<file path="config.mk">
export PLATFORM = sky130hd
export DESIGN_NAME = ibp_axis_map
export DESIGN_NICKNAME = d
export VERILOG_FILES = /design/src/rtl/ibp_pkg.sv /design/src/rtl/ibp_axis_map.sv
export SDC_FILE = /design/constraint.sdc
export NUM_CORES = 1
export LEC_CHECK = 0
export BUFFER_PORTS_ARGS = -buffer_cell sky130_fd_sc_hd__buf_2
export CAP_MARGIN = 20
export CORE_UTILIZATION = 66
export DETAILED_ROUTE_END_ITERATION = 10
export GPL_TIMING_DRIVEN = 0
export PLACE_DENSITY = 0.87
export SYNTH_ARGS = -nofsm -noshare
export SYNTH_HDL_FRONTEND = slang
export SYNTH_SLANG_ARGS = --single-unit
</file>
<file path="constraint.sdc">
create_clock -name aclk -period 12 [get_ports aclk]
set_input_delay 1.8 -clock aclk [delete_from_list [all_inputs] [get_ports aclk]]
set_output_delay 1.8 -clock aclk [all_outputs]
set_load 0.005 [all_outputs]
</file>
<file path="src/rtl/ibp_pkg.sv">
// Shared types, codes and sizes for the image border padder.
package ibp_pkg;

    // Default sizes
    localparam int unsigned MAX_SAMPLES_DEF  = 65536;
    localparam int unsigned MAX_DIM_DEF      = 1024;
    localparam int unsigned MAX_PAD_DEF      = 255;
    localparam int unsigned MAX_CHANNELS_DEF = 4;

    // Field widths
    localparam int unsigned COORD_W  = 11;
    localparam int unsigned PAD_W    = 8;
    localparam int unsigned CHAN_W   = 2;
    localparam int unsigned CNT_W    = 3;
    localparam int unsigned INDEX_W  = 16;
    localparam int unsigned SAMPLE_W = 8;
    localparam int unsigned CFG_W    = 11;
    // Bordered coordinate arithmetic, with headroom for differences
    localparam int unsigned SUM_W    = COORD_W + 2;
    // Linear source address: row*width, plus column, times channels, plus channel
    localparam int unsigned ROWB_W   = 2 * COORD_W;
    localparam int unsigned PIX_W    = ROWB_W + 1;
    localparam int unsigned ADDR_W   = PIX_W + CNT_W + 1;

    typedef enum logic {
        REQ_LOAD  = 1'b0,
        REQ_FETCH = 1'b1
    } req_t;

    typedef enum logic {
        BORDER_CONST  = 1'b0,
        BORDER_MIRROR = 1'b1
    } border_mode_t;

    typedef enum logic [2:0] {
        REG_IMAGE_WIDTH   = 3'd0,
        REG_IMAGE_HEIGHT  = 3'd1,
        REG_PAD_TOP       = 3'd2,
        REG_PAD_BOTTOM    = 3'd3,
        REG_PAD_LEFT      = 3'd4,
        REG_PAD_RIGHT     = 3'd5,
        REG_CHANNEL_COUNT = 3'd6,
        REG_BORDER_MODE   = 3'd7
    } cfg_idx_t;

    typedef enum logic [2:0] {
        ST_IDLE,
        ST_SEL,
        ST_MUL,
        ST_ADD,
        ST_SCALE,
        ST_READ,
        ST_DONE
    } state_t;

    typedef struct packed {
        req_t                req_type;
        logic [INDEX_W-1:0]  sample_index;
        logic [SAMPLE_W-1:0] sample_value;
        logic [COORD_W-1:0]  out_col;
        logic [COORD_W-1:0]  out_row;
        logic [CHAN_W-1:0]   out_chan;
    } in_item_t;

    typedef struct packed {
        logic [SAMPLE_W-1:0] pixel_value;
        logic                in_border;
        logic                out_of_range;
    } out_item_t;

    // Per-axis classification of a bordered coordinate
    typedef struct packed {
        logic over;     // at or beyond the bordered size
        logic in_span;  // within the source span
    } axis_flags_t;

endpackage

</file>
<file path="src/rtl/ibp_axis_map.sv">
// Maps one bordered coordinate to its source coordinate over two register stages.
module ibp_axis_map (
    input  logic                        aclk,
    input  logic                        stage1_en,
    input  logic                        stage2_en,
    input  logic [ibp_pkg::COORD_W-1:0] coord,
    input  logic [ibp_pkg::PAD_W-1:0]   lead,
    input  logic [ibp_pkg::COORD_W-1:0] size,
    input  logic [ibp_pkg::PAD_W-1:0]   tail,
    output ibp_pkg::axis_flags_t        flags,
    output logic [ibp_pkg::COORD_W-1:0] src
);

    localparam int unsigned SW = ibp_pkg::SUM_W;

    logic [SW-1:0] p_ext, lead_ext, size_ext, tail_ext, end_pos, total;
    logic [SW-1:0] d_lo_reg, d_hi_reg, d_in_reg;
    logic          lo_reg, hi_reg, over_reg;
    logic [SW-1:0] src_next;
    logic [ibp_pkg::COORD_W-1:0] src_reg;

    assign p_ext    = SW'(coord);
    assign lead_ext = SW'(lead);
    assign size_ext = SW'(size);
    assign tail_ext = SW'(tail);
    assign end_pos  = lead_ext + size_ext;
    assign total    = end_pos + tail_ext;

    // Stage 1: compares and the three candidate distances
    always_ff @(posedge aclk) begin
        if (stage1_en) begin
            over_reg <= (p_ext >= total);
            lo_reg   <= (p_ext < lead_ext);
            hi_reg   <= (p_ext >= end_pos);
            d_lo_reg <= lead_ext - p_ext - SW'(1);
            d_hi_reg <= p_ext - end_pos;
            d_in_reg <= p_ext - lead_ext;
        end
    end

    // Stage 2: mirror with edge repeat, saturating at the far edge
    always_comb begin
        if (lo_reg) begin
            src_next = (d_lo_reg >= size_ext) ? (size_ext - SW'(1)) : d_lo_reg;
        end else if (hi_reg) begin
            src_next = (d_hi_reg >= size_ext) ? '0 : (size_ext - SW'(1) - d_hi_reg);
        end else begin
            src_next = d_in_reg;
        end
    end

    always_ff @(posedge aclk) begin
        if (stage2_en) begin
            src_reg <= ibp_pkg::COORD_W'(src_next);
        end
    end

    assign flags.over    = over_reg;
    assign flags.in_span = !lo_reg && !hi_reg;
    assign src           = src_reg;

endmodule

</file>
# ---- Word level (Yosys, flattened, before mapping)
# Index checks and enable logic that the tools add are counted.
dict set report word_totals {
  elab_cells 27
  inputBits 41
  ff_bits 51
  output_inout_bits 13
}
dict set report op_classes {
  n_reduce_logical 3
  n_addsub 8
  n_lt_le_gt_ge 5
  muxes 4
}
# op n
set op_table {}
lappend op_table {{11-bit two-way mux} 4}
lappend op_table {{13-bit by 11-bit greater-or-equal comparator with 1-bit output} 2}
lappend op_table {{12-bit by 8-bit adder with 13-bit output} 1}
lappend op_table {{11-bit by 13-bit greater-or-equal comparator with 1-bit output} 1}
lappend op_table {{11-bit by 12-bit subtractor with 13-bit output} 1}
lappend op_table {{12-bit by 2-bit subtractor with 13-bit output (second input constant)} 1}
lappend op_table {{8-bit by 11-bit adder with 12-bit output} 1}
lappend op_table {{11-bit by 12-bit greater-or-equal comparator with 1-bit output} 1}
lappend op_table {{8-bit by 11-bit subtractor with 12-bit output} 1}
lappend op_table {{11-bit by 8-bit < comparator with 1-bit output} 1}
lappend op_table {{11-bit by 1-bit subtractor with 11-bit output (second input constant)} 1}
lappend op_table {{11-bit subtractor} 1}
lappend op_table {{11-bit by 8-bit subtractor with 11-bit output} 1}
lappend op_table {{1-bit logical NOT} 2}
lappend op_table {{1-bit logical AND} 1}

# ---- Logic depth before layout (Yosys ltp)
dict set report logic_depth {
  depth_word 5
  ltp_mapped 18
  mapped_depth_nobuf 18
}

# ---- Worst setup path after synthesis
# OpenSTA, ideal clock, no wires.
dict set report synth_timing {
  kind {input -> register}
  from {in lead[0] (netlist name)}
  to {reg over_reg (data pin)}
  t_required_ps 11714
  path_slack_ps 6774
  n_path_buf 0
  path_stages 18
  arrival_ps 4940
  setup_ps 286
  cell_sequence {ha_1 > fa_1 > a21o_1 > a211oi_1 > nor2_1 > nor2_1 > xnor2_1 > ha_1 > a21o_1 > a31o_2 > xnor2_1 > ha_1 > a21oi_1 > o211ai_1 > a21oi_1 > o21ai_0 > a31oi_1 > a211oi_1}
}
dict set report synth_via {
  elab_chain_len 3
}
# item line_no
set synth_lines {}
lappend synth_lines {{start, declared} ibp_axis_map.sv:7} ;# input logic [ibp_pkg::PAD_W-1:0] lead,
lappend synth_lines {{8-bit by 11-bit adder with 12-bit output} ibp_axis_map.sv:26} ;# assign end_pos = lead_ext + size_ext;
lappend synth_lines {{12-bit by 8-bit adder with 13-bit output} ibp_axis_map.sv:27} ;# assign total = end_pos + tail_ext;
lappend synth_lines {{11-bit by 13-bit greater-or-equal comparator with 1-bit output} ibp_axis_map.sv:32} ;# over_reg <= (p_ext >= total);
lappend synth_lines {{end signal, assigned} ibp_axis_map.sv:32}
lappend synth_lines {{end, declared} ibp_axis_map.sv:18} ;# logic lo_reg, hi_reg, over_reg;
# No other way between the ends.
# A chain may end at the register's enable or synchronous reset.

# ---- Final worst setup path
dict set report layout_timing {
  from {in size[0] (netlist name)}
  to {reg over_reg (data pin)}
}
dict set report layout_via {
  elab_chain_len 3
}
# item line_no
set layout_lines {}
lappend layout_lines {{start, declared} ibp_axis_map.sv:8} ;# input logic [ibp_pkg::COORD_W-1:0] size,
lappend layout_lines {{8-bit by 11-bit adder with 12-bit output} ibp_axis_map.sv:26}
lappend layout_lines {{12-bit by 8-bit adder with 13-bit output} ibp_axis_map.sv:27}
lappend layout_lines {{11-bit by 13-bit greater-or-equal comparator with 1-bit output} ibp_axis_map.sv:32}
# No other way between the ends.

==> results_dict.tcl <==
set metrics [dict create \
    status "finished clean" \
    die_h_um 94.8 \
    placed_cells 775 \
    dp_slack_ns 6.16 \
    critical_path_class "in -> reg" \
    final-seq-area_mm2 0.00153 \
    cts_max_level 2 \
    cts.clk_slew.worst_paths_ns 0.10 \
    area_delta_synth_final_pct 8.85 \
    finalSetupViolCount 0 \
    ys_async_sr_fraction_pct 0 \
    post-route-period-util_pct 46.0 \
    yosys.area_share.adder_pct 21.9 \
    cts_hold_buf 0 \
    worst_slew_pin_slew_ns 0.897 \
    die_x_um 94.8 \
    drt_wl_total_um 14400 \
    start_util_pct 68.8 \
    netlist_area_mm2 0.00568 \
    place_hpwl_um 11700 \
    cts.path.max_buffers 2 \
    power_leakage_nw 2.85 \
    vias 4982 \
    cts_tree "built" \
    first_pass_iters 5 \
    cts_root_buf "clkbuf_8" \
    grt_pass1_vias 4940 \
    ys_seq_area_share_pct 26.9 \
    fin_crit_ns 5.52 \
    yosys_warnings 0 \
    synth_xor_area_share_pct 9.09 \
    synth-main-ff-cell "edfxtp_1" \
    synth_compound_area_share_pct 18.3 \
    ant_nets 0 \
    hold_path_class "reg -> reg" \
    synthSimpleGateAreaFrac_pct 14.7 \
    dpl-instance-area_mm2 0.00608 \
    grt_use_total_pct 33.8 \
    fp-row-count 33 \
    clock_sinks 51 \
    synth.distinct_cells 68 \
    slew_violations 0 \
    startpoint_type "input port" \
    drv_cap 0 \
    finalHoldViolations 0 \
    vias_per_cell 6.36 \
    critPathMaxFanout 7 \
    cp_data_arrival_time_ns 5.56 \
    fillers 615 \
    grt_start_max_net_pins 41 \
    io_pins 54 \
    critPathMostFrequentCell "ha_1" \
    rsz0062_at_grt "false" \
    whs_ns 0.578 \
    grt_remaining_overflow 0 \
    portBuffers 52 \
    path_buf_inv 1 \
    core_area_mm2 0.00826 \
    synth_top_family_by_area "adder cells" \
    p_total_uw 800 \
    yosys_register_bits 51 \
    max_freq_mhz 181 \
    cts_buffers 5 \
    totalNegativeSetupSlack_ns 0 \
    end_kind "flip-flop" \
    multi_input_area_mm2 0.00378 \
    syn_avg_cell_area_um2 9.20 \
    antenna_found_initial 0 \
    worst_slack_ns 6.48 \
    routedWlPerCell_um 18.4 \
    finalInstanceArea_mm2 0.00619 \
    drive_above_1_share_pct 13.4 \
    slowest_stage "fa_1" \
    n_antenna_cell 0 \
    first_iter_violations 532 \
    post_cts_buffers 0 \
    maxSlewHeadroom_pct 40.2 \
    place.gp.congestion 0.929 \
    yosys-mux-area-fraction_pct 2.49 \
    layout.cells.non_filler 783 \
    ir_drop_uv 67.6 \
    ctsResizeCount 0 \
    fin_util_pct 74.9 \
    grt_pass1_wl_um 23100 \
    cpLargestDelayFamily "compound AO/OA/AOI/OAI gates" \
    powerDensity_mw_per_mm2 129 \
    clk_latency_ns 0.32 \
    fin_skew_ns 0.00601 \
    nNetsFinal 814 \
    syn_nets 755 \
    cp_cell_sequence "buf_2, ha_1, fa_1, a21o_1, a211oi_1, nor2_1, nor2_1, xnor2_1, ha_1, a21o_1, a31o_2, xnor2_1, ha_1, a21oi_1, o211ai_1, a21oi_1, o21ai_0, a31oi_1, a211oi_1" \
    synth_edf_count 51 \
    required_ns 12.04 \
    die_area_mm2 0.00899 \
    synthCells 618 \
    cp_slowest_stage_delay_ns 0.41 \
    drc_errors 0 \
]
## routing by layer
layer / up-vias / GRT usage (%) / wire [um]
li1: 2360 / - / -
met1: 2324 / 37.7 / 5580
met2: 240 / 62.5 / 7380
met3: 58 / 4.19 / 835
met4: 0 / 17.0 / 599
met5: - / 0 / 0
## worst min-delay path: cells and delay by family, from the launching register on
family | cells | cell delay [ns]
AO/OA/AOI/OAI | 1 | 0.06
flip-flops | 1 | 0.36
AND/OR/NAND/NOR | 1 | 0.05
## Yosys cell counts, drive strengths merged (6+ instances only)
library cell	n	area (um2)
nor4	12	103
inv	77	289
nor3	14	75.1
fa	6	120
nor2	40	150
nor2b	13	81.3
clkbuf	6	22.5
a31oi	7	43.8
o21ai	32	160
ha	90	1130
buf	7	58.8
o211ai	9	72.6
mux2i	7	70.1
nand2	31	116
nand4	11	68.8
a21oi	37	200
edfxtp	51	1530
a211oi	8	70.1
xnor2	37	324
xor2	22	193
nand3	12	70.1
a21o	14	105
o21a	7	52.6
## power breakdown
group          total [mW]  switching (mW)  internal (mW)
clock               0.125          0.0631         0.0623
combinational       0.415           0.238          0.177
sequential          0.259          0.0192          0.240
total               0.800           0.320          0.479
## path summary, 6_finish.rpt
kind,start,end,slack (ns),cells after the start
max,size[0],over_reg,6.48,19
min,d_in_reg[7],src[7],0.58,2
max reg2reg,d_hi_reg[9],src[5],9.21,9
min reg2reg,d_in_reg[7],src[7],0.58,2
## layout by cell type, fill, tap and decap left out, types with 14 or more instances in the layout
cell | synthesis | layout
a21oi_1 | 33 | 33
nand2_1 | 31 | 31
a21o_1 | 14 | 14
edfxtp_1 | 51 | 51
xnor2_1 | 37 | 37
ha_1 | 90 | 90
inv_1 | 77 | 77
o21ai_0 | 31 | 31
xor2_1 | 22 | 22
buf_2 | 2 | 54
nor2_1 | 40 | 40
## final cells by class
cell class	instances	area share [%]
Buffer	13	1.31
Clock buffer	5	1.11
Timing Repair Buffer	52	4.21
Sequential cell	51	24.8
Tap cell	105	2.12
Multi-Input combinational cell	476	61.1
Clock inverter	3	0.688
Inverter	78	4.73
## cells by family (layout without fill, tap and decap cells)
family,after synthesis,after routing
compound gates,152,152
mux,12,12
flops,51,51
simple gates,157,157
fa+ha+maj,96,96
xor+xnor,59,59
buf+inv,91,151
(Power assumes the default switching activity.)
